### config.mk
export PLATFORM = sky130hd
export DESIGN_NAME = sync_length_frame_receiver
export DESIGN_NICKNAME = d
export VERILOG_FILES = /design/src/sv/slfr_pkg.sv /design/src/sv/slfr_front.sv /design/src/sv/slfr_jobq.sv /design/src/sv/slfr_back.sv /design/src/sv/sync_length_frame_receiver.sv
export VERILOG_INCLUDE_DIRS = /design/src /design/src/sv
export SDC_FILE = /design/constraint.sdc
export NUM_CORES = 1
export LEC_CHECK = 0
export BUFFER_PORTS_ARGS = -buffer_cell sky130_fd_sc_hd__buf_2
export CAP_MARGIN = 20
export CORE_MARGIN = 1.5
export CORE_UTILIZATION = 56
export CTS_CLUSTER_SIZE = 28
export DETAILED_ROUTE_END_ITERATION = 7
export HOLD_SLACK_MARGIN = 0.03
export PLACE_DENSITY_LB_ADDON = 0.15
export SYNTH_ARGS = -nofsm -noshare
export SYNTH_HDL_FRONTEND = slang
export SYNTH_HIERARCHICAL = 1
export SYNTH_SLANG_ARGS = --single-unit
### constraint.sdc
create_clock -name clk -period 3 [get_ports clk]
set_input_delay 0.3 -clock clk [delete_from_list [all_inputs] [get_ports clk]]
set_output_delay 0.3 -clock clk [all_outputs]
set_load 0.01 [all_outputs]
### src/sv/sync_length_frame_receiver_assert.svh
// Assertion macros used by the frame receiver top level.
`ifndef SYNC_LENGTH_FRAME_RECEIVER_ASSERT_SVH
`define SYNC_LENGTH_FRAME_RECEIVER_ASSERT_SVH
`ifndef SYNTHESIS
// Invariant that holds at every clock edge outside reset.
`define SLFR_ASSERT_ALWAYS(label, expr) \
    label: assert property (@(posedge clk) disable iff (!rst_n) (expr)) \
        else $error("frame receiver invariant violated");
// Condition in one cycle that implies a consequence in the same cycle.
`define SLFR_ASSERT_IMPLY(label, ante, cons) \
    label: assert property (@(posedge clk) disable iff (!rst_n) (ante) |-> (cons)) \
        else $error("frame receiver implication violated");
`else
`define SLFR_ASSERT_ALWAYS(label, expr)
`define SLFR_ASSERT_IMPLY(label, ante, cons)
`endif
`endif

### src/sv/slfr_pkg.sv
// Shared types, codes and constants of the sync/length frame receiver.
`default_nettype none
package slfr_pkg;

    localparam int MAX_PAYLOAD_DEF = 12;
    localparam int JOBQ_DEPTH      = 2;

    // Register reset values.
    localparam logic [7:0]  SYNC_FIRST_RST  = 8'h45;
    localparam logic [7:0]  SYNC_SECOND_RST = 8'h43;
    localparam logic [15:0] TIMEOUT_RST     = 16'd100;

    // Register indexes.
    localparam logic [1:0] CFG_SYNC_FIRST  = 2'd0;
    localparam logic [1:0] CFG_SYNC_SECOND = 2'd1;
    localparam logic [1:0] CFG_TIMEOUT     = 2'd2;

    // Input command codes.
    localparam logic CMD_BYTE = 1'b0;
    localparam logic CMD_TICK = 1'b1;

    // Result kinds.
    localparam logic [1:0] KIND_TEXT  = 2'd0;
    localparam logic [1:0] KIND_NOMSG = 2'd1;
    localparam logic [1:0] KIND_LED   = 2'd2;
    localparam logic [1:0] KIND_END   = 2'd3;

    // Job codes passed from the front end to the back end.
    localparam logic [1:0] JOB_NOMSG = 2'd0;
    localparam logic [1:0] JOB_TEXT  = 2'd1;
    localparam logic [1:0] JOB_LED   = 2'd2;

    // Frame type and subtype bytes.
    localparam logic [7:0] TYPE_MSG  = 8'h53;
    localparam logic [7:0] SUB_NOMSG = 8'h00;
    localparam logic [7:0] SUB_TEXT  = 8'h01;
    localparam logic [7:0] TYPE_LED  = 8'h0D;
    localparam logic [7:0] SUB_LED   = 8'h0B;

    // Tick counter.
    localparam int              TICK_W   = 17;
    localparam logic [TICK_W-1:0] TICK_MAX = 17'h1FFFF;

    typedef struct packed {
        logic [7:0]  sync_first;
        logic [7:0]  sync_second;
        logic [15:0] timeout;
    } cfg_t;

    typedef struct packed {
        logic [1:0] job;
        logic       led;
    } job_hdr_t;

endpackage
`default_nettype wire

### src/sv/slfr_front.sv
// Front end: sync hunt, length check, payload capture, timeout and frame classification.
`default_nettype none
module slfr_front #(
    parameter int  MAX_PAYLOAD = slfr_pkg::MAX_PAYLOAD_DEF,
    localparam int LEN_W       = $clog2(MAX_PAYLOAD + 1),
    localparam int IDX_W       = $clog2(MAX_PAYLOAD)
) (
    input  wire logic               clk,
    input  wire logic               rst_n,
    input  wire slfr_pkg::cfg_t     cfg,
    input  wire logic               push,
    input  wire logic               cmd,
    input  wire logic [7:0]         rx_byte,
    output logic                    full,
    output logic                    q_push,
    output slfr_pkg::job_hdr_t      q_hdr,
    output logic [LEN_W-1:0]        q_len,
    input  wire logic               q_full,
    input  wire logic               text_done,
    input  wire logic               rd_en,
    input  wire logic [IDX_W-1:0]   rd_addr,
    output logic [7:0]              rd_data
);
    import slfr_pkg::*;

    localparam logic [2:0] STAGE_HUNT = 3'd0;
    localparam logic [2:0] STAGE_GOT1 = 3'd1;
    localparam logic [2:0] STAGE_GOT2 = 3'd2;
    localparam logic [2:0] STAGE_LEN  = 3'd3;
    localparam logic [2:0] STAGE_DATA = 3'd4;

    logic [2:0]        stage_reg, stage_next;
    logic [LEN_W-1:0]  len_reg, len_next;
    logic [LEN_W-1:0]  cnt_reg, cnt_next;
    logic [TICK_W-1:0] ticks_reg, ticks_next;
    logic              led_reg, led_next;
    logic [7:0]        h0_reg, h0_next, h1_reg, h1_next, h2_reg, h2_next;
    logic [7:0]        h0_eff, h1_eff, h2_eff;
    logic [1:0]        text_jobs_reg, text_jobs_next;
    logic              accept;
    logic              mem_wr;
    logic [7:0]        mem [MAX_PAYLOAD];
    logic [7:0]        rd_data_reg;

    // Payload bytes may not be overwritten while a text frame is still being read out.
    assign full   = q_full || ((stage_reg == STAGE_DATA) && (text_jobs_reg != 2'd0));
    assign accept = push && !full;

    // Header bytes as seen including the byte arriving now.
    assign h0_eff = (cnt_reg == LEN_W'(0)) ? rx_byte : h0_reg;
    assign h1_eff = (cnt_reg == LEN_W'(1)) ? rx_byte : h1_reg;
    assign h2_eff = (cnt_reg == LEN_W'(2)) ? rx_byte : h2_reg;

    // Hunt state machine and frame classification.
    always_comb
    begin
        stage_next = stage_reg;
        len_next   = len_reg;
        cnt_next   = cnt_reg;
        ticks_next = ticks_reg;
        led_next   = led_reg;
        h0_next    = h0_reg;
        h1_next    = h1_reg;
        h2_next    = h2_reg;
        mem_wr     = 1'b0;
        q_push     = 1'b0;
        q_hdr.job  = JOB_NOMSG;
        q_len      = len_reg;
        if (accept)
        begin
            if (cmd == CMD_TICK)
            begin
                if (stage_reg == STAGE_DATA)
                begin
                    if (ticks_reg != TICK_MAX)
                    begin
                        ticks_next = ticks_reg + 1'b1;
                    end
                    if (ticks_next > {1'b0, cfg.timeout})
                    begin
                        stage_next = STAGE_HUNT;
                    end
                end
            end
            else
            begin
                unique case (stage_reg)
                    STAGE_HUNT:
                    begin
                        if (rx_byte == cfg.sync_first)
                        begin
                            stage_next = STAGE_GOT1;
                        end
                    end
                    STAGE_GOT1:
                    begin
                        stage_next = (rx_byte == cfg.sync_second) ? STAGE_GOT2 : STAGE_HUNT;
                    end
                    STAGE_GOT2:
                    begin
                        stage_next = (rx_byte == cfg.sync_first) ? STAGE_LEN : STAGE_HUNT;
                    end
                    STAGE_LEN:
                    begin
                        if (rx_byte > 8'(MAX_PAYLOAD))
                        begin
                            stage_next = STAGE_HUNT;
                        end
                        else
                        begin
                            len_next   = rx_byte[LEN_W-1:0];
                            cnt_next   = '0;
                            ticks_next = '0;
                            stage_next = (rx_byte == 8'h00) ? STAGE_HUNT : STAGE_DATA;
                        end
                    end
                    STAGE_DATA:
                    begin
                        mem_wr   = (cnt_reg < LEN_W'(MAX_PAYLOAD));
                        h0_next  = h0_eff;
                        h1_next  = h1_eff;
                        h2_next  = h2_eff;
                        cnt_next = cnt_reg + 1'b1;
                        if (cnt_next >= len_reg)
                        begin
                            stage_next = STAGE_HUNT;
                            if (len_reg >= LEN_W'(2))
                            begin
                                if (h0_eff == TYPE_MSG)
                                begin
                                    if (h1_eff == SUB_NOMSG)
                                    begin
                                        q_push    = 1'b1;
                                        q_hdr.job = JOB_NOMSG;
                                    end
                                    else if (h1_eff == SUB_TEXT)
                                    begin
                                        q_push    = 1'b1;
                                        q_hdr.job = JOB_TEXT;
                                    end
                                end
                                else if ((h0_eff == TYPE_LED) && (h1_eff == SUB_LED)
                                         && (len_reg >= LEN_W'(3)))
                                begin
                                    led_next  = (h2_eff != 8'h00);
                                    q_push    = 1'b1;
                                    q_hdr.job = JOB_LED;
                                end
                            end
                        end
                    end
                    default:
                    begin
                        stage_next = STAGE_HUNT;
                    end
                endcase
            end
        end
        q_hdr.led = led_next;
    end

    // Text jobs outstanding in the queue or in the back end.
    always_comb
    begin
        text_jobs_next = text_jobs_reg;
        if (q_push && (q_hdr.job == JOB_TEXT))
        begin
            text_jobs_next = text_jobs_next + 2'd1;
        end
        if (text_done)
        begin
            text_jobs_next = text_jobs_next - 2'd1;
        end
    end

    // Control registers.
    always_ff @(posedge clk or negedge rst_n)
    begin
        if (!rst_n)
        begin
            stage_reg     <= STAGE_HUNT;
            len_reg       <= '0;
            cnt_reg       <= '0;
            ticks_reg     <= '0;
            led_reg       <= 1'b0;
            text_jobs_reg <= 2'd0;
        end
        else
        begin
            stage_reg     <= stage_next;
            len_reg       <= len_next;
            cnt_reg       <= cnt_next;
            ticks_reg     <= ticks_next;
            led_reg       <= led_next;
            text_jobs_reg <= text_jobs_next;
        end
    end

    // Header byte copies used for classification.
    always_ff @(posedge clk)
    begin
        h0_reg <= h0_next;
        h1_reg <= h1_next;
        h2_reg <= h2_next;
    end

    // Payload store: written by the hunt logic, read by the back end.
    always_ff @(posedge clk)
    begin
        if (mem_wr)
        begin
            mem[cnt_reg[IDX_W-1:0]] <= rx_byte;
        end
        if (rd_en)
        begin
            rd_data_reg <= mem[rd_addr];
        end
    end

    assign rd_data = rd_data_reg;

endmodule
`default_nettype wire

### src/sv/slfr_jobq.sv
// Short first-word-fall-through queue of frame jobs between front and back end.
`default_nettype none
module slfr_jobq #(
    parameter int  WIDTH = 8,
    parameter int  DEPTH = slfr_pkg::JOBQ_DEPTH,
    localparam int PTR_W = (DEPTH > 1) ? $clog2(DEPTH) : 1,
    localparam int CNT_W = $clog2(DEPTH + 1)
) (
    input  wire logic             clk,
    input  wire logic             rst_n,
    input  wire logic             push,
    input  wire logic [WIDTH-1:0] din,
    output logic                  full,
    input  wire logic             pop,
    output logic [WIDTH-1:0]      dout,
    output logic                  empty
);
    import slfr_pkg::*;

    logic [WIDTH-1:0] entry_reg [DEPTH];
    logic [PTR_W-1:0] wr_ptr_reg, rd_ptr_reg;
    logic [CNT_W-1:0] count_reg;
    logic             do_push, do_pop;

    assign full    = (count_reg == CNT_W'(DEPTH));
    assign empty   = (count_reg == '0);
    assign do_push = push && !full;
    assign do_pop  = pop && !empty;
    assign dout    = entry_reg[rd_ptr_reg];

    // Pointers and fill count.
    always_ff @(posedge clk or negedge rst_n)
    begin
        if (!rst_n)
        begin
            wr_ptr_reg <= '0;
            rd_ptr_reg <= '0;
            count_reg  <= '0;
        end
        else
        begin
            if (do_push)
            begin
                wr_ptr_reg <= (wr_ptr_reg == PTR_W'(DEPTH - 1)) ? '0 : wr_ptr_reg + 1'b1;
            end
            if (do_pop)
            begin
                rd_ptr_reg <= (rd_ptr_reg == PTR_W'(DEPTH - 1)) ? '0 : rd_ptr_reg + 1'b1;
            end
            if (do_push && !do_pop)
            begin
                count_reg <= count_reg + 1'b1;
            end
            else if (do_pop && !do_push)
            begin
                count_reg <= count_reg - 1'b1;
            end
        end
    end

    // Entry storage.
    always_ff @(posedge clk)
    begin
        if (do_push)
        begin
            entry_reg[wr_ptr_reg] <= din;
        end
    end

endmodule
`default_nettype wire

### src/sv/slfr_back.sv
// Back end: turns frame jobs into result items and holds the output register.
`default_nettype none
module slfr_back #(
    parameter int  MAX_PAYLOAD = slfr_pkg::MAX_PAYLOAD_DEF,
    localparam int LEN_W       = $clog2(MAX_PAYLOAD + 1),
    localparam int IDX_W       = $clog2(MAX_PAYLOAD)
) (
    input  wire logic                clk,
    input  wire logic                rst_n,
    input  wire logic                q_empty,
    input  wire slfr_pkg::job_hdr_t  q_hdr,
    input  wire logic [LEN_W-1:0]    q_len,
    output logic                     q_pop,
    output logic                     text_done,
    output logic                     rd_en,
    output logic [IDX_W-1:0]         rd_addr,
    input  wire logic [7:0]          rd_data,
    input  wire logic                pop,
    output logic                     empty,
    output logic [1:0]               kind,
    output logic [7:0]               text_char,
    output logic                     led_level,
    output logic                     last
);
    import slfr_pkg::*;

    localparam logic [1:0] BK_IDLE = 2'd0;
    localparam logic [1:0] BK_ADDR = 2'd1;
    localparam logic [1:0] BK_DATA = 2'd2;
    localparam logic [1:0] BK_END  = 2'd3;

    logic [1:0]       state_reg, state_next;
    logic [LEN_W-1:0] idx_reg, idx_next;
    logic [LEN_W-1:0] len_reg, len_next;
    logic             led_reg, led_next;
    logic             out_valid_reg, out_valid_next;
    logic [1:0]       out_kind_reg;
    logic [7:0]       out_char_reg;
    logic             out_led_reg;
    logic             out_last_reg;
    logic             slot_free;
    logic             load;
    logic [1:0]       ld_kind;
    logic [7:0]       ld_char;
    logic             ld_led;
    logic             ld_last;

    // The output register can take a new result when empty or being drained.
    assign slot_free = !out_valid_reg || pop;
    assign rd_addr   = idx_reg[IDX_W-1:0];

    // Readout sequencer.
    always_comb
    begin
        state_next = state_reg;
        idx_next   = idx_reg;
        len_next   = len_reg;
        led_next   = led_reg;
        q_pop      = 1'b0;
        text_done  = 1'b0;
        rd_en      = 1'b0;
        load       = 1'b0;
        ld_kind    = KIND_NOMSG;
        ld_char    = 8'h00;
        ld_led     = led_reg;
        ld_last    = 1'b1;
        unique case (state_reg)
            BK_IDLE:
            begin
                if (!q_empty)
                begin
                    if (q_hdr.job == JOB_TEXT)
                    begin
                        q_pop      = 1'b1;
                        len_next   = q_len;
                        led_next   = q_hdr.led;
                        idx_next   = LEN_W'(2);
                        state_next = BK_ADDR;
                    end
                    else if (slot_free)
                    begin
                        q_pop   = 1'b1;
                        load    = 1'b1;
                        ld_kind = (q_hdr.job == JOB_LED) ? KIND_LED : KIND_NOMSG;
                        ld_led  = q_hdr.led;
                    end
                end
            end
            BK_ADDR:
            begin
                if (idx_reg < len_reg)
                begin
                    rd_en      = 1'b1;
                    state_next = BK_DATA;
                end
                else
                begin
                    state_next = BK_END;
                end
            end
            BK_DATA:
            begin
                if (slot_free)
                begin
                    load       = 1'b1;
                    ld_kind    = KIND_TEXT;
                    ld_char    = rd_data;
                    ld_last    = 1'b0;
                    idx_next   = idx_reg + 1'b1;
                    state_next = BK_ADDR;
                end
            end
            BK_END:
            begin
                if (slot_free)
                begin
                    load       = 1'b1;
                    ld_kind    = KIND_END;
                    text_done  = 1'b1;
                    state_next = BK_IDLE;
                end
            end
        endcase
    end

    // Output valid flag.
    always_comb
    begin
        out_valid_next = out_valid_reg;
        if (load)
        begin
            out_valid_next = 1'b1;
        end
        else if (pop)
        begin
            out_valid_next = 1'b0;
        end
    end

    // Control registers.
    always_ff @(posedge clk or negedge rst_n)
    begin
        if (!rst_n)
        begin
            state_reg     <= BK_IDLE;
            out_valid_reg <= 1'b0;
        end
        else
        begin
            state_reg     <= state_next;
            out_valid_reg <= out_valid_next;
        end
    end

    // Job context and output payload.
    always_ff @(posedge clk)
    begin
        idx_reg <= idx_next;
        len_reg <= len_next;
        led_reg <= led_next;
        if (load)
        begin
            out_kind_reg <= ld_kind;
            out_char_reg <= ld_char;
            out_led_reg  <= ld_led;
            out_last_reg <= ld_last;
        end
    end

    assign empty     = !out_valid_reg;
    assign kind      = out_kind_reg;
    assign text_char = out_char_reg;
    assign led_level = out_led_reg;
    assign last      = out_last_reg;

endmodule
`default_nettype wire

### src/sv/sync_length_frame_receiver.sv
// Top level of the sync-header, length-prefixed frame receiver.
// Usage:
//   Input requests (cmd, rx_byte) are offered with push and taken when full is low.
//   cmd low carries one received byte, cmd high one time tick.
//   Results (kind, text_char, led_level, last) wait while empty is low and are
//   taken with pop; last marks the final result caused by one input request.
//   Registers are written over cfg_valid/cfg_index/cfg_data; cfg_ready is always high.
// Timing:
//   An input request is taken in the cycle it is offered while full is low. A frame
//   that completes with a known type queues a job; a notice or LED result moves from
//   the queue into the output register once that register is free. A text frame's
//   job is picked up, then each character is read through the store's registered
//   read port and loaded into the output register, and an end marker follows.
//   The job queue holds two frames; full rises when it is full, or while the front
//   end awaits payload bytes and a text frame is queued or being read from the store.
// Reset:
//   rst_n clears the hunt to its first stage, the LED level to off, the job queue
//   and the output register; registers return to their reset values.
// Stalls:
//   While pop is low the output holds, the back end waits and the queue fills,
//   after which full holds off further input requests.
`default_nettype none
`include "sync_length_frame_receiver_assert.svh"
module sync_length_frame_receiver #(
    parameter int  MAX_PAYLOAD = slfr_pkg::MAX_PAYLOAD_DEF,
    localparam int LEN_W       = $clog2(MAX_PAYLOAD + 1),
    localparam int IDX_W       = $clog2(MAX_PAYLOAD)
) (
    input  wire logic        clk,
    input  wire logic        rst_n,
    input  wire logic        cfg_valid,
    output logic             cfg_ready,
    input  wire logic [1:0]  cfg_index,
    input  wire logic [15:0] cfg_data,
    input  wire logic        push,
    output logic             full,
    input  wire logic        cmd,
    input  wire logic [7:0]  rx_byte,
    output logic             empty,
    input  wire logic        pop,
    output logic [1:0]       kind,
    output logic [7:0]       text_char,
    output logic             led_level,
    output logic             last
);
    import slfr_pkg::*;

    localparam int JOB_W = $bits(job_hdr_t) + LEN_W;

    cfg_t             cfg_reg;
    job_hdr_t         f_hdr, b_hdr;
    logic [LEN_W-1:0] f_len, b_len;
    logic [JOB_W-1:0] q_din, q_dout;
    logic             q_push, q_pop, q_full, q_empty;
    logic             text_done;
    logic             rd_en;
    logic [IDX_W-1:0] rd_addr;
    logic [7:0]       rd_data;

    // Configuration registers.
    assign cfg_ready = 1'b1;

    always_ff @(posedge clk or negedge rst_n)
    begin
        if (!rst_n)
        begin
            cfg_reg.sync_first  <= SYNC_FIRST_RST;
            cfg_reg.sync_second <= SYNC_SECOND_RST;
            cfg_reg.timeout     <= TIMEOUT_RST;
        end
        else if (cfg_valid && cfg_ready)
        begin
            unique case (cfg_index)
                CFG_SYNC_FIRST:  cfg_reg.sync_first  <= cfg_data[7:0];
                CFG_SYNC_SECOND: cfg_reg.sync_second <= cfg_data[7:0];
                CFG_TIMEOUT:     cfg_reg.timeout     <= cfg_data;
                default:         ;
            endcase
        end
    end

    // Front end.
    slfr_front #(
        .MAX_PAYLOAD (MAX_PAYLOAD)
    ) u_front (
        .clk       (clk),
        .rst_n     (rst_n),
        .cfg       (cfg_reg),
        .push      (push),
        .cmd       (cmd),
        .rx_byte   (rx_byte),
        .full      (full),
        .q_push    (q_push),
        .q_hdr     (f_hdr),
        .q_len     (f_len),
        .q_full    (q_full),
        .text_done (text_done),
        .rd_en     (rd_en),
        .rd_addr   (rd_addr),
        .rd_data   (rd_data)
    );

    // Job queue.
    assign q_din = {f_hdr, f_len};

    slfr_jobq #(
        .WIDTH (JOB_W),
        .DEPTH (JOBQ_DEPTH)
    ) u_jobq (
        .clk   (clk),
        .rst_n (rst_n),
        .push  (q_push),
        .din   (q_din),
        .full  (q_full),
        .pop   (q_pop),
        .dout  (q_dout),
        .empty (q_empty)
    );

    assign b_hdr = q_dout[JOB_W-1:LEN_W];
    assign b_len = q_dout[LEN_W-1:0];

    // Back end.
    slfr_back #(
        .MAX_PAYLOAD (MAX_PAYLOAD)
    ) u_back (
        .clk       (clk),
        .rst_n     (rst_n),
        .q_empty   (q_empty),
        .q_hdr     (b_hdr),
        .q_len     (b_len),
        .q_pop     (q_pop),
        .text_done (text_done),
        .rd_en     (rd_en),
        .rd_addr   (rd_addr),
        .rd_data   (rd_data),
        .pop       (pop),
        .empty     (empty),
        .kind      (kind),
        .text_char (text_char),
        .led_level (led_level),
        .last      (last)
    );

    // Checks on queue use and on the shape of the results.
    `SLFR_ASSERT_IMPLY(a_full_when_queue_full, q_full, full)
    `SLFR_ASSERT_IMPLY(a_no_pop_when_queue_empty, q_pop, !q_empty)
    `SLFR_ASSERT_ALWAYS(a_char_zero_unless_text, empty || (kind == KIND_TEXT) || (text_char == 8'h00))
    `SLFR_ASSERT_ALWAYS(a_last_matches_kind, empty || (last == (kind != KIND_TEXT)))

endmodule
`default_nettype wire

# Word-level counts from Yosys, hierarchy flattened
# Memory sizes are Yosys's and may differ from the RTL's. A register that Yosys moved wholly into a read port is not among the register bits.
# Index checks and enable logic that the tools add are counted.
# Widths: inputs -> output; s select.
[op_classes]
addsub = 9
order_cmp = 7
eq_ne = 32
muxes = 95
n_bitwise = 3
n_reduce_logical = 44
[op_table]
columns = ["op", "count"]
rows = [
  ["$mux 17", 8],
  ["$mux 2", 23],
  ["$mux 1", 44],
  ["$mux 8", 3],
  ["$mux 3", 7],
  ["$reduce_and 4->1", 5],
  ["$add 17x1->17 const B", 1],
  ["$gt 17x16->1", 1],
  ["$ne 17x17->1 const B", 1],
  ["$eq 8x4->1 const B", 2],
  ["$eq 8x8->1", 2],
  ["$logic_not 8->1", 2],
  ["$mux 4", 4],
  ["$pmux 4 s2", 2],
  ["$pmux 3 s5", 1],
  ["$reduce_bool 2->1", 6],
  ["$eq 2x2->1 const B", 5],
  ["$ne 2x1->1 const B", 5],
  ["$logic_and 1x1->1", 9],
  ["$add 4x1->4 const B", 2],
  ["$eq 2x1->1 const B", 4],
  ["$eq 8x1->1 const B", 1],
  ["$eq 8x7->1 const B", 1],
  ["$ge 4x2->1 const B", 2],
  ["other kinds (29)", 49],
]
[totals]
register_bits = 115
ramBits = 110
inputBits = 32
out_inout_bits = 15
wordCells = 216
n_memories = 2
[mem_list]
columns = ["memory", "words", "word_bits", "rd", "rd_clocked_by_memory_dff", "wr", "line_no", "source"]
rows = [
  ["u_front.mem", 12, 8, 1, 1, 1, "slfr_front.sv:42", "logic [7:0] mem [MAX_PAYLOAD];"],
  ["u_jobq.entry_reg", 2, 7, 1, 0, 1, "slfr_jobq.sv:20", "logic [WIDTH-1:0] entry_reg [DEPTH];"],
]

# Depth between registers and ports, before layout
# Gate-level depths: netlist of the first run.
[depth]
word_depth = 17
mapped_depth = 16
ltp_nobuf = 15

# Modules after synthesis
# Netlist of the first run, hierarchy kept.
[modules_own_cells]
columns = ["mod", "n_inst", "cells_per_inst", "area_each_um2", "seq_area_each_um2"]
rows = [
  ["slfr_front", 1, 563, 7777.5, 4619.4],
  ["sync_length_frame_receiver", 1, 70, 1244.9, 812.0],
  ["slfr_back", 1, 79, 1066.0, 705.7],
  ["slfr_jobq", 1, 41, 703.2, 520.5],
]

# Worst setup path after synthesis of the first run
# Ideal clock, no wire load.
[synth_path]
kind = "flip-flop to flip-flop"
from = "register u_front.ticks_reg[0]"
to = "register u_front.stage_reg[2]"
setup_ns = 0.121
arrival_time_ns = 3.042
t_required_ns = 2.879
slack_ns = -0.163
stages_incl_launch_ff = 17
path_buffers = 1
period_less_slack_ns = 3.163
path_cell_list = "dfrtp_1 > ha_1 > and3_1 > nand3_1 > or3_1 > buf_2 > and4_1 > and3_1 > xor2_1 > ha_1 > nand2_1 > nor4_1 > mux2i_1 > o21ai_0 > a31oi_1 > o21ai_0 > a22o_1"
[synth_via]
elab_chain_len = 8
elab_cells_between_ends = 9
cone_classes = "add/sub: 1; order compare: 1; eq/ne: 2; mux: 4; reduce/logical: 1"
[synth_rtl]
columns = ["element", "line_no", "source"]
rows = [
  ["start: declaration", "slfr_front.sv:35", "logic [TICK_W-1:0] ticks_reg, ticks_next;"],
  ["start signal: assignment", "slfr_front.sv:193", "ticks_reg <= ticks_next;"],
  ["$add 17x1->17 or $ne 17x17->1 (tied branches)", "slfr_front.sv:77, slfr_front.sv:75", ""],
  ["$mux 17 *", "slfr_front.sv:75", "if (ticks_reg != TICK_MAX)"],
  ["$mux 17 *", "slfr_front.sv:73", "if (stage_reg == STAGE_DATA)"],
  ["$mux 17 *", "slfr_front.sv:71", "if (cmd == CMD_TICK)"],
  ["$mux 17 *", "slfr_front.sv:69", "if (accept)"],
  ["$gt 17x16->1 *", "slfr_front.sv:79", "if (ticks_next > {1'b0, cfg.timeout})"],
  ["$ne 2x1->1 (no line) *", "n/a", ""],
  ["$reduce_and 5->1 (no line) *", "n/a", ""],
  ["end signal: assignment", "slfr_front.sv:190", "stage_reg <= stage_next;"],
  ["end: declaration", "slfr_front.sv:32", "logic [2:0] stage_reg, stage_next;"],
]
# Mark *: on every way between the ends. The rest lies on a longest branch, timed or not. The select of a mux whose other input is x is not followed.
# A chain may end at the register's enable or synchronous reset.

# Final worst setup path of the first run
[layout_path]
from = "register u_front.ticks_reg[1]"
to = "register u_front.stage_reg[2]"
# The elaborated chain is that of the path after synthesis.

==> results of run 1 <==
-- layout make-up --
cell class	instances	area, um^2	area share, %
Sequential cell	233	6658	51.90
Multi-Input combinational cell	450	4043	31.52
Timing Repair Buffer	121	842.1	6.565
Clock buffer	30	685.7	5.345
Tap cell	260	325.3	2.536
Inverter	41	153.9	1.200
Clock inverter	15	120.1	0.9364
-- worst paths after layout --
kind                                 startpoint                     end  slack, ns  cells past startpoint
setup / recovery           u_front/ticks_reg[1]    u_front/stage_reg[2]      0.003                     14
min in group asynchronous                 rst_n    u_front/ticks_reg[1]       0.26                      2
hold / removal                      cfg_data[5]             cfg_reg[21]       0.06                      2
max in group asynchronous                 rst_n             cfg_reg[24]       1.97                      3
setup reg to reg           u_front/ticks_reg[1]    u_front/stage_reg[2]      0.003                     14
hold reg to reg                u_front/q_len[3]  u_jobq/entry_reg[1][3]       0.49                      0
-- stage by stage --
step | instance area [um^2] | TNS (ns)
floorplan | 10810 | -0.06731
detailed placement | 11580 | -0.2423
global placement | 11580 | 0
finish | 12830 | 0
CTS | 12660 | -0.001716
global route | 12830 | -0.2831
-- cell families after synthesis --
group / share of synthesized area [%]
fa+ha+maj: 3.594
compound gates: 5.785
mux: 13.18
other cells: 0.03475
flops: 61.69
simple gates: 9.635
buf+inv: 2.748
xor+xnor: 3.327
-- placed cells by master (no fill, tap or decap), types with 8 or more instances in the layout --
cell	n
and3_1	13
xor2_1	15
dfrtp_1	61
dlygate4sd3_1	9
dfstp_2	9
a22o_1	8
inv_1	40
xnor2_1	21
nand3_1	12
mux2i_1	18
nor2_1	29
a21oi_1	12
o21ai_0	22
and2_1	15
edfxtp_1	163
ha_1	28
mux2_2	54
buf_2	45
clkbuf_16	26
buf_4	63
nand2b_1	9
mux4_2	24
nand2_1	38
-- power groups by stage --
stage / clock network [mW] / logic (mW) / registers, mW
CTS: 3.02 / 1.08 / 3.83
finish: 2.96 / 1.06 / 3.82
detailed placement: 0 / 1.05 / 3.89
global route: 3.13 / 1.19 / 3.85
global placement: 0 / 1.02 / 3.88
floorplan: 0 / 0.722 / 3.88
-- routing by layer --
metal / track usage (%) / wire, um / vias to the layer above / share of wire (%)
met5: 0 / 0 / - / 0
met4: 6.620 / 587 / 0 / 2.6
met3: 3.206 / 863 / 43 / 3.9
met2: 40.77 / 11560 / 152 / 52
met1: 28.71 / 9143 / 3307 / 41
li1: - / - / 3059 / -
-- Yosys cell counts, types with 3 or more instances --
| master | n |
|---|---|
| a211oi_1 | 4 |
| a21o_1 | 3 |
| a21oi_1 | 12 |
| a22o_1 | 8 |
| a31oi_1 | 7 |
| and2_1 | 15 |
| and3_1 | 16 |
| and4_1 | 3 |
| buf_1 | 4 |
| buf_2 | 6 |
| buf_4 | 3 |
| clkbuf_1 | 14 |
| dfrtp_1 | 61 |
| dfstp_2 | 9 |
| edfxtp_1 | 163 |
| ha_1 | 31 |
| inv_1 | 40 |
| mux2_1 | 7 |
| mux2_2 | 54 |
| mux2i_1 | 18 |
| mux4_2 | 24 |
| nand2_1 | 40 |
| nand2b_1 | 9 |
| nand3_1 | 14 |
| nand4_1 | 7 |
| nor2_1 | 30 |
| nor2b_1 | 4 |
| nor3_1 | 5 |
| nor4_1 | 7 |
| o211ai_1 | 5 |
| o21a_1 | 6 |
| o21ai_0 | 25 |
| o31ai_1 | 3 |
| or2_2 | 3 |
| or3_1 | 4 |
| xnor2_1 | 22 |
| xor2_1 | 19 |
-- what timing repair did --
action,in CTS,in global routing
setup buffers,15,5
endpoints found under the setup margin,2,4
hold buffers,9,0
gates resized for setup,15,24
pin swaps,20,20
hold endpoints to repair,23,0
==> results.yml, run 1 <==
status:
  status: "completed"
layout:
  n_antenna_cell: 0
  stdcell_count: 1150
  post-route-util_pct: 68.12
  final_nets: 935
  drive_above_1_share_pct: 32.36
  area_growth_pct: 18.86
  fill_cells: 1296
  largest_reg_flops: 96
critical_path:
  end_kind: "flip-flop"
  cp-start-kind: "flip-flop"
  crit_chain: "ha_2, buf_4, a211oi_2, buf_4, and3_4, xor2_2, ha_1, and3_1, nand3_1, mux2i_1, o21ai_1, a31oi_2, o21ai_1, a22o_1"
  critical_path_class: "reg -> reg"
  path_delay_family: "compound AO/OA/AOI/OAI gates"
  crit_required_ns: 3.39
  max_stage_delay_ns: 0.39
  arrival_ns: 3.39
  worst-path-max-fanout: 7
  critPathBufInv: 2
  slowest_stage: "dfrtp_1"
route:
  drc: 0
  post_drt_via_cell_ratio: 5.705
  routed_wl_um: 22160
  vias: 6561
  drtIter0Drc: 378
  antenna_left: 0
  first_pass_iters: 5
  wire_per_inst_um: 19.27
power:
  p_sw_mw: 1.937
  clkPwrFrac_pct: 37.7
  power.leakage_nw: 4.924
  powerDensity_nw_per_um2: 612.0
  p_comb_share_pct: 13.6
  swShare_pct: 24.68
  vdd_drop_max_uv: 512.2
  internal-power_mw: 5.913
  seq_power_share_pct: 48.7
  p_total_mw: 7.850
place:
  dp.cells: 1077
  place.gp.congestion: 0.8470
  port_buffers: 45
  dp_hpwl_um: 15020
  pre_cts_slack_ns: -0.1376
timing:
  drv_slew: 0
  skew_ns: 0.009414
  fin_ws_ns: 0.002628
  rsz0062_at_grt: "yes"
  worstMarginPinSlew_ns: 0.9744
  whs_ns: 0.05856
  max_freq_ghz: 0.3336
  period_minus_slack_ns: 2.997
  hold_violations: 0
  finalSetupViolCount: 0
  period_share_pct: 99.91
  slew-limit-headroom_pct: 34.80
floorplan:
  die_x_um: 141.8
  core-area_um2: 18830
  initial_core_util_pct: 57.31
  ios: 47
  core.rowCount: 50
  die_h_um: 141.8
  die_area_um2: 20110
cts:
  cts_root_buffer: "clkbuf_16"
  cts.sink_count: 233
  htreeDepth: 1
  clock_latency_ns: 0.51
  clkTransAtPathRegs_ns: 0.06
  clk_path_buf_depth: 3
  cts_made_buffers: 25
  cts_tree: "built"
synthesis:
  syn_area_um2: 10790
  netlist-cell-type-count: 77
  syn_inst: 753
  syn_nets: 816
  synth_edf_count: 163
  synth_top_cell_by_area: "edfxtp_1"
  synth_flop_cell: "edfxtp_1"
  synth-seq-area-share_pct: 61.69
  synth_top_area_share_pct: 45.36
  ys_seq_elements: 233
  synth_area_leaders: "edfxtp_1 45%, dfrtp_1 14%, mux2_2 5.6%"
  ys_async_sr_fraction_pct: 30.04
  yosys_warnings: 6
  syn_area_per_cell_um2: 14.33
global_routing:
  grt_pass1_wl_um: 35670
  grt_pass1_vias: 6841
  grt-ovfl-total: 0
  grt_max_degree: 31
  antenna_found_initial: 0
  grtUsageTotal_pct: 22.69
worst_hold_path:
  hold_class: "in -> reg"
flow_run:
  cap_violations: 0
Note: power is estimated with default switching activity, not from simulation.
==> run 2, diff against run 1 <==
- CORE_MARGIN: 1.5 -> not set
==> results.yml, run 2 (same netlist as run 1, synthesis figures left out) <==
critical_path:
  arrival_ns: 3.36
  cpMostUsedCell: "o21a_1"
  crit_chain: "ha_2, and3_4, nand3_2, or3_4, buf_6, mux2_2, ha_4, nor2b_1, o21a_1, o21a_1, o21ai_2, a31oi_2, o21ai_1, a22o_1"
  r2r_start: "u_front/ticks_reg[1]"
  max_stage_delay_ns: 0.37
  crit_required_ns: 3.39
  end_kind: "flip-flop"
  critical_path_class: "reg -> reg"
  critPathBufInv: 1
  slowest_stage: "dfrtp_1"
  crit_cells: 14
  setup.worst_path.end: "u_front/stage_reg[2]"
  worst-path-max-fanout: 5
  path_delay_family: "compound AO/OA/AOI/OAI gates"
  r2r_setup_slack_ns: 0.03
  critPathLaunch: "u_front/ticks_reg[1]"
  cp-start-kind: "flip-flop"
  worstRegToRegCells: 14
  r2r_end: "u_front/stage_reg[2]"
flow_run:
  cap_violations: 0
route:
  wire_per_inst_um: 20.05
  first_pass_iters: 4
  antenna_left: 0
  routed_wl_um: 22380
  maxUsedRoutingLayer: "met4"
  wl_met3_um: 1083
  drc: 0
  drt-met1-wl_um: 9033
  drtIter0Drc: 471
  post_drt_via_cell_ratio: 5.947
  vias: 6637
  wl_met2_um: 11600
layout:
  final_cell_mix: "163 x edfxtp_1, 61 x dfrtp_1, 57 x buf_4, 54 x mux2_2, 45 x buf_2"
  n_antenna_cell: 0
  largest_reg_flops: 96
  final_area_um2: 12730
  final_common_cell: "edfxtp_1"
  register_area_um2: 6658
  multi_input_area_um2: 3996
  final_nets: 927
  area_growth_pct: 17.93
  drive_above_1_share_pct: 31.41
  post-route-util_pct: 67.81
  fill_cells: 1326
floorplan:
  die_h_um: 140.8
  core-area_um2: 18770
  core.rowCount: 50
  ios: 47
  die_x_um: 140.8
  die_area_um2: 19830
  initial_core_util_pct: 57.50
global_routing:
  grt_pass1_vias: 6852
  grt_pass1_wl_um: 35800
  grt-ovfl-total: 0
  antenna_found_initial: 0
  grt_max_degree: 42
  grtUsageTotal_pct: 23.48
cts:
  cts_made_buffers: 24
  htreeDepth: 1
  clk_path_buf_depth: 3
  cts.sink_count: 233
  clkTransAtPathRegs_ns: 0.06
  cts_tree: "built"
  cts_root_buffer: "clkbuf_16"
  clock_latency_ns: 0.50
timing:
  period_share_pct: 98.96
  worstMarginPinSlew_ns: 0.9936
  finalSetupViolCount: 0
  drv_slew: 0
  skew_ns: 0.006838
  hold_violations: 0
  slew-limit-headroom_pct: 33.52
  rsz0062_at_grt: "yes"
  period_minus_slack_ns: 2.969
  max_freq_ghz: 0.3368
place:
  dp_hpwl_um: 15290
  port_buffers: 45
  post_dp_cell_area_um2: 11570
  place.gp.congestion: 0.8693
worst_hold_path:
  hold_class: "in -> reg"
power:
  powerDensity_nw_per_um2: 627.3
  vdd_drop_max_uv: 505.9
  power.leakage_nw: 4.895
status:
  status: "completed"
==> run 2: layout make-up <==
class | instances | share of cell area (%)
Clock buffer | 35 | 5.604
Clock inverter | 9 | 0.9930
Inverter | 41 | 1.209
Multi-Input combinational cell | 450 | 31.40
Sequential cell | 233 | 52.32
Tap cell | 234 | 2.301
Timing Repair Buffer | 114 | 6.174
==> run 2: worst min-delay path by stage <==
stage / startpoint / end / slack (ns) / cells past startpoint
finish: cfg_data[7] / cfg_reg[31] / 0.07 / 2
global placement: rst_n / u_back/out_valid_reg / 0.36 / 1
CTS: cfg_data[1] / cfg_reg[25] / 0.05 / 2
detailed placement: rst_n / u_back/out_valid_reg / 0.38 / 1
floorplan: rst_n / cfg_reg[0] / 0.004 / 0
global route: cfg_data[1] / cfg_reg[25] / 0.06 / 2
==> run 2: where the power goes <==
group / switching [mW] / internal, mW
clock network: 1.20 / 1.91
logic: 0.576 / 0.481
registers: 0.122 / 3.70
total: 1.90 / 6.09
==> run 2: through the flow <==
| stage | setup WS (ns) | TNS (ns) | power (mW) | cells | hold WS [ns] |
|---|---|---|---|---|---|
| 2_1_floorplan | -0.04430 | -0.06731 | 4.598 | 753 | 0.004409 |
| 6_report | 0.03127 | 0 | 7.983 | 1116 | 0.07487 |
| 5_1_grt | -0.1020 | -0.1662 | 8.320 | 1116 | 0.05644 |
| 4_1_cts | 0.001015 | 0 | 8.058 | 1113 | 0.05233 |
| 3_3_place_gp | 0.008706 | 0 | 4.888 | 1054 | 0.3585 |
| 3_5_place_dp | -0.07959 | -0.1395 | 4.940 | 1054 | 0.3777 |
==> run 2: what timing repair did <==
action                                  4_1_cts  5_1_grt
cloned                                        0        0
resized for setup                            13       18
hold buffers                                  9        0
hold endpoints to repair                     34        0
buffers inserted                              6        3
endpoints found under the setup margin        2       12
pin swaps                                    15       17
==> run 2: metal layers <==
| metal | GRT usage, % | vias up |
|---|---|---|
| met1 | 28.91 | 3364 |
| met4 | 8.352 | 0 |
| met2 | 42.21 | 188 |
| met3 | 3.499 | 43 |
| li1 | - | 3042 |
| met5 | 0 | - |
==> run 3, diff against run 2 <==
- CELL_PAD_IN_SITES_DETAIL_PLACEMENT: not set -> 0
- CELL_PAD_IN_SITES_GLOBAL_PLACEMENT: not set -> 1
- CORE_UTILIZATION: 56 -> 47
==> results.yml, run 3 (same netlist as run 1, synthesis figures left out) <==
cts:
  cts_tree: "built"
  cts.sink_count: 233
  htreeDepth: 1
  cts_root_buffer: "clkbuf_16"
  clock_latency_ns: 0.54
  clkTransAtPathRegs_ns: 0.06
  clk_path_buf_depth: 3
  cts_made_buffers: 25
timing:
  period_share_pct: 97.41
  period_minus_slack_ns: 2.922
  drv_slew: 0
  rsz0062_at_grt: "yes"
  skew_ns: 0.01482
  setup-tns-final_ns: 0
  finalSetupViolCount: 0
  max_freq_ghz: 0.3422
  fin_ws_ns: 0.07780
  hold_violations: 0
  worstMarginPinSlew_ns: 0.7175
  slew-limit-headroom_pct: 51.73
critical_path:
  path_delay_family: "simple AND/OR/NAND/NOR gates"
  end_kind: "flip-flop"
  crit_required_ns: 3.43
  crit_chain: "ha_2, and3_4, nand3_2, buf_6, or2_4, nor3_4, xor2_2, ha_1, nand4_1, nor4_2, mux2i_1, o21ai_1, a31oi_2, o21ai_1, a22o_1"
  slowest_stage: "dfrtp_1"
  max_stage_delay_ns: 0.36
  cpMostUsedCell: "o21ai_1"
  cp-start-kind: "flip-flop"
  critPathBufInv: 1
  arrival_ns: 3.35
  critical_path_class: "reg -> reg"
  worst-path-max-fanout: 3
power:
  internal-power_mw: 5.941
  p_comb_share_pct: 13.5
  powerDensity_nw_per_um2: 612.7
  vdd_drop_max_uv: 444.5
  clkPwrFrac_pct: 37.8
  power.leakage_nw: 4.927
  swShare_pct: 24.37
  p_sw_mw: 1.915
  p_total_mw: 7.855
  seq_power_share_pct: 48.6
route:
  drtIter0Drc: 373
  wire_per_inst_um: 19.12
  first_pass_iters: 4
  antenna_left: 0
  post_drt_via_cell_ratio: 5.480
  routed_wl_um: 22410
  drc: 0
  vias: 6422
status:
  status: "completed"
floorplan:
  die_h_um: 153.5
  ios: 47
  core-area_um2: 22570
  core.rowCount: 55
  initial_core_util_pct: 47.81
  die_x_um: 153.5
  die_area_um2: 23570
global_routing:
  grt_pass1_vias: 6758
  grtUsageTotal_pct: 19.69
  grt-ovfl-total: 0
  grt_pass1_wl_um: 36230
  grt_max_degree: 41
  antenna_found_initial: 0
layout:
  area_growth_pct: 18.81
  final_common_cell: "edfxtp_1"
  post-route-util_pct: 56.80
  largest_reg_flops: 96
  final_nets: 931
  final_cell_mix: "163 x edfxtp_1, 61 x dfrtp_1, 60 x buf_4, 54 x mux2_2, 45 x buf_2"
  stdcell_count: 1172
  fill_cells: 1815
  drive_above_1_share_pct: 32.13
  n_antenna_cell: 0
flow_run:
  cap_violations: 0
place:
  place.gp.congestion: 0.8041
  pre_cts_slack_ns: -0.1662
  port_buffers: 45
  dp_hpwl_um: 15800
  dp.cells: 1110
worst_hold_path:
  hold_class: "in -> reg"
## run 3: layout make-up
type	count	area [um^2]	share of cell area, %
flip-flops and latches	233	6658	51.93
multi-input cells	450	4046	31.56
repair buffers	117	798.3	6.226
clock buffers	34	713.2	5.563
well taps	285	356.6	2.781
inverters	41	153.9	1.200
clock inverters	12	95.09	0.7417
## run 3: through the flow
step | instance area [um^2] | hold WS (ns)
floorplan | 10810 | 0.004409
global placement | 11660 | 0.1186
detailed placement | 11660 | 0.1139
CTS | 12680 | 0.03120
global route | 12820 | 0.04411
finish | 12820 | 0.04042
## run 3: layer usage
layer / part of all wire [%] / vias up / GRT usage, % / wire length, um
met4: 2.8 / 0 / 6.095 / 617
li1: - / 3043 / - / -
met2: 53 / 118 / 35.63 / 11810
met5: 0 / - / 0 / 0
met3: 3.2 / 41 / 2.255 / 717
met1: 41 / 3220 / 24.72 / 9272
## run 3: worst paths after layout
path / endpoint / slack [ns] / from / cells after the start
min reg2reg: u_jobq/entry_reg[1][3] / 0.48 / u_front/q_len[3] / 0
max in group asynchronous: cfg_reg[24] / 2.16 / rst_n / 3
max: u_front/stage_reg[2] / 0.08 / u_front/ticks_reg[1] / 15
min in group asynchronous: u_back/out_valid_reg / 0.12 / rst_n / 2
min: cfg_reg[20] / 0.04 / cfg_data[4] / 2
max reg2reg: u_front/stage_reg[2] / 0.08 / u_front/ticks_reg[1] / 15
## run 3: what timing repair did
item	4_1_cts	5_1_grt
endpoints found under the hold margin	72	0
setup buffers	4	2
endpoints found under the setup margin	2	11
gates resized for setup	15	24
hold buffers	10	0
pin swaps	16	12
## run 3: power by group through the flow
stage / clock network [mW] / registers, mW / logic, mW
finish: 2.97 / 3.82 / 1.06
global route: 3.16 / 3.85 / 1.19
CTS: 3.05 / 3.83 / 1.09
detailed placement: 0 / 3.89 / 1.07
global placement: 0 / 3.88 / 1.03
floorplan: 0 / 3.88 / 0.722
